[src/hdl/atl_pkg.sv]
// Shared types and constants for the assembler token lexer.
// No dependencies; every other file imports this package.
package atl_pkg;

	localparam int unsigned ValueW    = 31;
	localparam int unsigned KindW     = 3;
	localparam int unsigned PosW      = 3;
	localparam int unsigned QueueDepth = 4;
	localparam int unsigned KeywordLen = 6;
	localparam logic [ValueW-1:0] ValueMax = {ValueW{1'b1}};

	localparam logic [7:0] ChSemi  = 8'h3B;
	localparam logic [7:0] ChZero  = 8'h30;
	localparam logic [7:0] ChNine  = 8'h39;
	localparam logic [7:0] ChLf    = 8'h0A;
	localparam logic [7:0] ChCr    = 8'h0D;
	localparam logic [7:0] ChTab   = 8'h09;
	localparam logic [7:0] ChSpace = 8'h20;

	typedef enum logic [2:0] {
		MODE_IDLE    = 3'd0,
		MODE_IDENT   = 3'd1,
		MODE_NUMBER  = 3'd2,
		MODE_COMMENT = 3'd3,
		MODE_HALT    = 3'd4
	} mode_t;

	typedef enum logic [KindW-1:0] {
		KIND_CHAR     = 3'd0,
		KIND_IDENT    = 3'd1,
		KIND_REPEAT   = 3'd2,
		KIND_NUMBER   = 3'd3,
		KIND_END      = 3'd4,
		KIND_ZERO     = 3'd5,
		KIND_OVERFLOW = 3'd6
	} kind_t;

	typedef struct packed {
		kind_t             kind;
		logic [ValueW-1:0] value;
		logic              last;
	} result_t;

	typedef struct packed {
		logic [1:0] count;
		result_t    r0;
		result_t    r1;
	} push_t;

	typedef struct packed {
		mode_t          mode;
		logic [PosW-1:0] kpos;
	} step_status_t;

	typedef struct packed {
		logic [$clog2(QueueDepth+1)-1:0] count;
		logic                            room;
	} queue_status_t;

	function automatic logic [7:0] keyword_char(input logic [PosW-1:0] pos);
		logic [7:0] ch;
		case (pos)
			3'd0:    ch = 8'h72; // r
			3'd1:    ch = 8'h65; // e
			3'd2:    ch = 8'h70; // p
			3'd3:    ch = 8'h65; // e
			3'd4:    ch = 8'h61; // a
			3'd5:    ch = 8'h74; // t
			default: ch = 8'h00;
		endcase
		return ch;
	endfunction

	function automatic logic is_letter(input logic [7:0] c);
		return (c >= 8'h61 && c <= 8'h7A) || (c >= 8'h41 && c <= 8'h5A);
	endfunction

	function automatic logic is_digit(input logic [7:0] c);
		return c >= ChZero && c <= ChNine;
	endfunction

	function automatic logic is_space(input logic [7:0] c);
		return c == ChSpace || (c >= ChTab && c <= ChCr);
	endfunction

endpackage

[src/hdl/atl_step.sv]
// Lexer state registers and the per-byte step logic; emits up to two results.
// Depends on atl_pkg.
module atl_step
	import atl_pkg::*;
(
	input  logic         clk,
	input  logic         arst_n,
	input  logic         fire,
	input  logic [7:0]   source_byte,
	input  logic         end_of_input,
	output push_t        push,
	output step_status_t status
);

	mode_t             mode_q, mode_d;
	logic [ValueW-1:0] acc_q, acc_d;
	logic              ovf_q, ovf_d;
	logic [PosW-1:0]   kpos_q, kpos_d;
	logic              kmis_q, kmis_d;

	// handling of the byte as between tokens
	mode_t             idle_mode;
	logic              idle_emit;
	kind_t             idle_kind;
	logic              idle_letter;
	logic              idle_digit;
	logic              idle_rmatch;

	// keyword tracking inside an identifier
	logic              trk_match;

	// number accumulate
	logic [ValueW+3:0] acc_mul;
	logic              acc_big;

	result_t           ident_end;
	result_t           r0, r1;
	logic [1:0]        cnt;

	always_comb begin
		idle_letter = is_letter(source_byte);
		idle_digit  = is_digit(source_byte) && source_byte != ChZero;
		idle_rmatch = source_byte == keyword_char('0);
		idle_emit   = 1'b0;
		idle_kind   = KIND_CHAR;
		idle_mode   = MODE_IDLE;
		if (is_space(source_byte)) begin
			idle_mode = MODE_IDLE;
		end else if (idle_letter) begin
			idle_mode = MODE_IDENT;
			idle_emit = 1'b1;
			idle_kind = KIND_CHAR;
		end else if (source_byte == ChZero) begin
			idle_mode = MODE_HALT;
			idle_emit = 1'b1;
			idle_kind = KIND_ZERO;
		end else if (idle_digit) begin
			idle_mode = MODE_NUMBER;
		end else if (source_byte == ChSemi) begin
			idle_mode = MODE_COMMENT;
		end else begin
			idle_mode = MODE_HALT;
			idle_emit = 1'b1;
			idle_kind = KIND_END;
		end
	end

	assign trk_match = !kmis_q && (kpos_q < PosW'(KeywordLen))
		&& source_byte == keyword_char(kpos_q);

	assign acc_mul = ({4'd0, acc_q} << 3) + ({4'd0, acc_q} << 1)
		+ {ValueW'(0), source_byte[3:0]};
	assign acc_big = acc_mul > {4'd0, ValueMax};

	always_comb begin
		mode_d = mode_q;
		acc_d  = acc_q;
		ovf_d  = ovf_q;
		kpos_d = kpos_q;
		kmis_d = kmis_q;
		cnt    = 2'd0;
		r0     = '{kind: KIND_END, value: '0, last: 1'b0};
		r1     = '{kind: KIND_END, value: '0, last: 1'b1};
		ident_end = '{kind: (!kmis_q && kpos_q == PosW'(KeywordLen)) ? KIND_REPEAT : KIND_IDENT,
			value: '0, last: 1'b0};

		case (mode_q)
			MODE_IDLE, MODE_IDENT, MODE_NUMBER: begin
				if (mode_q == MODE_IDENT && !end_of_input
					&& (is_letter(source_byte) || is_digit(source_byte))) begin
					kpos_d = trk_match ? kpos_q + 3'd1 : kpos_q;
					kmis_d = trk_match ? kmis_q : 1'b1;
					cnt = 2'd1;
					r0  = '{kind: KIND_CHAR, value: ValueW'(source_byte), last: 1'b0};
				end else if (mode_q == MODE_NUMBER && !end_of_input
					&& is_digit(source_byte)) begin
					acc_d = acc_big ? ValueMax : acc_mul[ValueW-1:0];
					ovf_d = ovf_q | acc_big;
				end else if (mode_q == MODE_NUMBER && ovf_q) begin
					mode_d = MODE_HALT;
					cnt = 2'd1;
					r0  = '{kind: KIND_OVERFLOW, value: '0, last: 1'b0};
				end else begin
					// token close (if any), then the byte as between tokens
					if (mode_q == MODE_IDENT) begin
						cnt = 2'd1;
						r0  = ident_end;
					end else if (mode_q == MODE_NUMBER) begin
						cnt = 2'd1;
						r0  = '{kind: KIND_NUMBER, value: acc_q, last: 1'b0};
					end
					if (end_of_input) begin
						mode_d = MODE_HALT;
						r1 = '{kind: KIND_END, value: '0, last: 1'b1};
						cnt = cnt + 2'd1;
					end else begin
						mode_d = idle_mode;
						r1 = '{kind: idle_kind,
							value: (idle_kind == KIND_CHAR) ? ValueW'(source_byte) : '0,
							last: 1'b1};
						if (idle_emit)
							cnt = cnt + 2'd1;
						if (idle_letter) begin
							kpos_d = idle_rmatch ? 3'd1 : 3'd0;
							kmis_d = !idle_rmatch;
						end
						if (idle_digit) begin
							acc_d = ValueW'(source_byte[3:0]);
							ovf_d = 1'b0;
						end
					end
					if (cnt == 2'd1 && mode_q == MODE_IDLE)
						r0 = r1;
				end
			end
			MODE_COMMENT: begin
				if (end_of_input) begin
					mode_d = MODE_HALT;
					cnt = 2'd1;
					r0  = '{kind: KIND_END, value: '0, last: 1'b0};
				end else if (source_byte == ChLf || source_byte == ChCr) begin
					mode_d = MODE_IDLE;
				end
			end
			default: begin
			end
		endcase
		r0.last = (cnt == 2'd1);
	end

	always_ff @(posedge clk or negedge arst_n) begin
		if (!arst_n) begin
			mode_q <= MODE_IDLE;
			acc_q  <= '0;
			ovf_q  <= 1'b0;
			kpos_q <= '0;
			kmis_q <= 1'b0;
		end else if (fire) begin
			mode_q <= mode_d;
			acc_q  <= acc_d;
			ovf_q  <= ovf_d;
			kpos_q <= kpos_d;
			kmis_q <= kmis_d;
		end
	end

	assign push.count  = fire ? cnt : 2'd0;
	assign push.r0     = r0;
	assign push.r1     = r1;
	assign status.mode = mode_q;
	assign status.kpos = kpos_q;

endmodule

[config.mk]
export PLATFORM = sky130hd
export DESIGN_NAME = atl_step
export DESIGN_NICKNAME = d
export VERILOG_FILES = /design/src/hdl/atl_pkg.sv /design/src/hdl/atl_step.sv
export SDC_FILE = /design/constraint.sdc
export NUM_CORES = 1
export LEC_CHECK = 0
export BUFFER_PORTS_ARGS = -buffer_cell sky130_fd_sc_hd__buf_2
export CAP_MARGIN = 25
export CORE_MARGIN = 1
export CORE_UTILIZATION = 55
export DETAILED_ROUTE_END_ITERATION = 7
export PLACE_DENSITY_LB_ADDON = 0.2
export SLEW_MARGIN = 20
export SYNTH_ARGS = -nofsm -noshare
export SYNTH_HDL_FRONTEND = slang
export SYNTH_SLANG_ARGS = --single-unit
[constraint.sdc]
create_clock -name clk -period 7.3 [get_ports clk]
set_clock_uncertainty 0.15 [all_clocks]
set_input_delay 1.825 -clock clk [delete_from_list [all_inputs] [get_ports clk]]
set_output_delay 1.825 -clock clk [all_outputs]
set_load 0.02 [all_outputs]
==> results.py <==
metrics = {
    "timing": {
        "fin_crit_ns": 6.34,
        "finalSetupViolations": 0,
        "hold_viol_final": 0,
        "worst_slew_pin_slew_ns": 0.785,
        "timing.setup.tns_ns": 0,
        "fmax_ghz": 0.158,
        "rsz0062_at_grt": "no",
        "finalCritPeriodShare_pct": 86.9,
        "report.final.slew_viol_count": 0,
        "max_slew_margin_pct": 47.4,
    },
    "placement": {
        "place_congestion": 0.923,
        "post_dp_cell_area_mm2": 0.00532,
        "hpwlAfterDp_um": 9480,
        "place_inst": 773,
        "port_buffers": 63,
    },
    "hold_path": {
        "hold_end": "acc_q[25]",
        "hold_class": "flop to flop",
        "min_from": "acc_q[25]",
        "min_path_cells": 1,
    },
    "synth": {
        "synth-edff-count": 0,
        "syn_area_mm2": 0.00512,
        "async_flop_share_pct": 100,
        "synth_common_cells": "ha_1, a21oi_1, nor2_1",
        "syn_inst": 634,
        "synth-seq-cells": 39,
        "ys_warn_count": 0,
        "syn_avg_cell_area_um2": 8.08,
        "synth_top_cell_area_share_pct": 19.1,
        "synth-simple-area-share_pct": 22.7,
        "synth_top_area_cell": "dfrtp_1",
        "synthFlopType": "dfrtp_1",
        "synth_compound_area_share_pct": 26.9,
        "yosysMostFrequentCell": "ha_1",
        "synth-xor-area-share_pct": 4.96,
        "muxShareOfSynthArea_pct": 0.806,
        "synthAdderAreaFrac_pct": 17.2,
        "synth.top_cells.by_area": "dfrtp_1, ha_1, a21oi_1",
        "synth_top_family_by_area": "compound AO/OA/AOI/OAI gates",
        "ys_types": 66,
        "yosysSeqAreaShare_pct": 19.1,
    },
    "detailed_routing": {
        "routed_wl_um": 12700,
        "drtAntennaViolNets": 0,
        "vias_per_cell": 6.25,
        "vias": 4885,
        "drc": 8,
        "avgRoutedWirePerCell_um": 16.2,
        "drt-initial-drc-count": 202,
        "drt_pre_antenna_iters": 8,
    },
    "global_route": {
        "antenna_found_initial": 0,
        "grt_start_max_net_pins": 40,
        "grt.total_usage_pct": 27.0,
        "grt_pass1_wl_um": 21600,
        "overflow": 0,
        "grt_pass1_vias": 4515,
    },
    "clock_tree": {
        "numCtsBuffers": 5,
        "path_clk_slew_ns": 0.08,
        "cts_resized": 0,
        "cts-root-buf": "clkbuf_8",
        "cts_tree": "built",
        "cts_hold_buffers": 0,
        "ctsHtreeMaxLevel": 2,
        "clock_latency_ns": 0.30,
        "cts.sinks": 39,
        "clock_path_buffers": 2,
        "cts_setup_buffers": 0,
    },
    "setup_path": {
        "worst-path-max-fanout": 9,
        "slowest_delay_ns": 0.54,
        "worst_path_max_delay_cell": "o21ai_1",
        "crit_chain": "buf_2, and4bb_2, nand2_1, o21ai_0, nor2_1, ha_1, nor2b_1, o21ai_0, o21ai_1, o21bai_1, buf_2",
        "r2r-end": "acc_q[6]",
        "critical_path_arrival_ns": 4.37,
        "criticalPathCategory": "input port to output pin",
        "rr_startpoint": "acc_q[0]",
        "crit_path_end_kind": "output pin",
        "cp-start-kind": "input port",
        "regToRegSetupSlack_ns": 2.91,
        "cp.required_ns": 5.33,
        "r2r_cells": 11,
    },
    "floorplanning": {
        "core_area_mm2": 0.00885,
        "die_x_um": 98.5,
        "floorplan.die_area_mm2": 0.00970,
        "start_util_pct": 57.9,
        "die-height_um": 98.5,
        "rows": 34,
        "io_pins": 90,
    },
    "power_and_ir_drop": {
        "peakVddDrop_mv": 0.0923,
        "power.leakage_uw": 0.00277,
        "power_density_mw_per_mm2": 118,
    },
    "final_layout": {
        "drive_above_1_share_pct": 13.6,
        "syn2layout_area_growth_pct": 6.96,
        "fin_nets": 754,
        "fin_cells": 782,
        "fin_util_pct": 61.9,
        "final_cell_area_mm2": 0.00548,
        "num_antenna_cells": 0,
    },
    "job": {
        "max-cap-violations": 0,
    },
    "run_status": {
        "violations": "DRC",
        "outcome": "complete, but fails checks",
    },
}
## cell families after synthesis
| family | count (synthesis) |
|---|---|
| flops | 39 |
| xor+xnor | 29 |
| compound gates | 192 |
| mux | 4 |
| simple gates | 224 |
| fa+ha+maj | 69 |
| other cells | 2 |
| buf+inv | 75 |
## routing by layer
metal / part of all wire (%) / global-route usage (%) / up-vias
li1: - / - / 2380
met1: 48 / 38.0 / 2340
met2: 47 / 44.3 / 151
met3: 4.8 / 3.12 / 14
met4: 0.75 / 6.54 / 0
met5: 0 / 0 / -
## report_power, final
group	switching, µW	total [µW]	internal, µW
Combinational	111	177	66.1
Clock	86.7	224	137
Sequential	19.3	247	228
Total	217	648	431
## critical path: cells and delay by family
family          cells  cell delay [ns]
compound gates      4             1.13
fa+ha+maj           1             0.31
buf+inv             2             0.38
simple gates        4             0.71
## cell usage in the layout (no fill, tap or decap), types with 9 or more instances in the layout
| master | n |
|---|---|
| nor2b_1 | 11 |
| buf_2 | 63 |
| nand4_1 | 10 |
| ha_1 | 67 |
| nand2_1 | 44 |
| nand3_1 | 16 |
| a221o_1 | 23 |
| dfrtp_1 | 39 |
| nor3_1 | 20 |
| inv_1 | 16 |
| conb_1 | 26 |
| xor2_1 | 10 |
| xnor2_1 | 19 |
| a22oi_1 | 9 |
| o21ai_0 | 31 |
| nor2_1 | 47 |
| and2_1 | 35 |
| a21oi_1 | 48 |
| a21o_1 | 11 |
## registers in the layout (all words and copies together) (netlist names)
signal	flops
kpos_q	3
ovf_q	1
acc_q	31
kmis_q	1
mode_q	3
## area by class of cell
| type | instances | area [µm²] |
|---|---|---|
| Multi-Input combinational cell | 544 | 3810 |
| Fill cell | 831 | 3370 |
| Sequential cell | 39 | 976 |
| Timing Repair Buffer | 67 | 358 |
| Tap cell | 108 | 135 |
| Clock buffer | 6 | 72.6 |
| Clock inverter | 2 | 60.1 |
| Inverter | 16 | 60.1 |
## worst max-delay path by stage
stage / from / end / slack [ns]
after floorplan: source_byte[4] / push[69] / 1.47
after global placement: source_byte[4] / push[69] / 1.13
after CTS: source_byte[4] / push[69] / 0.99
after global routing: source_byte[2] / push[69] / 0.66
after detailed placement: source_byte[4] / push[69] / 0.99
final: source_byte[4] / push[69] / 0.96
## stage by stage
| stage | setup WS (ns) | hold WS (ns) | total power, µW |
|---|---|---|---|
| after detailed placement | 0.994 | 0.409 | 426 |
| after global routing | 0.658 | 0.453 | 685 |
| after CTS | 0.990 | 0.428 | 652 |
| final | 0.956 | 0.429 | 648 |
| after floorplan | 1.47 | 0.344 | 391 |
| after global placement | 1.13 | 0.401 | 422 |
Note: power is estimated with default switching activity, not from simulation.
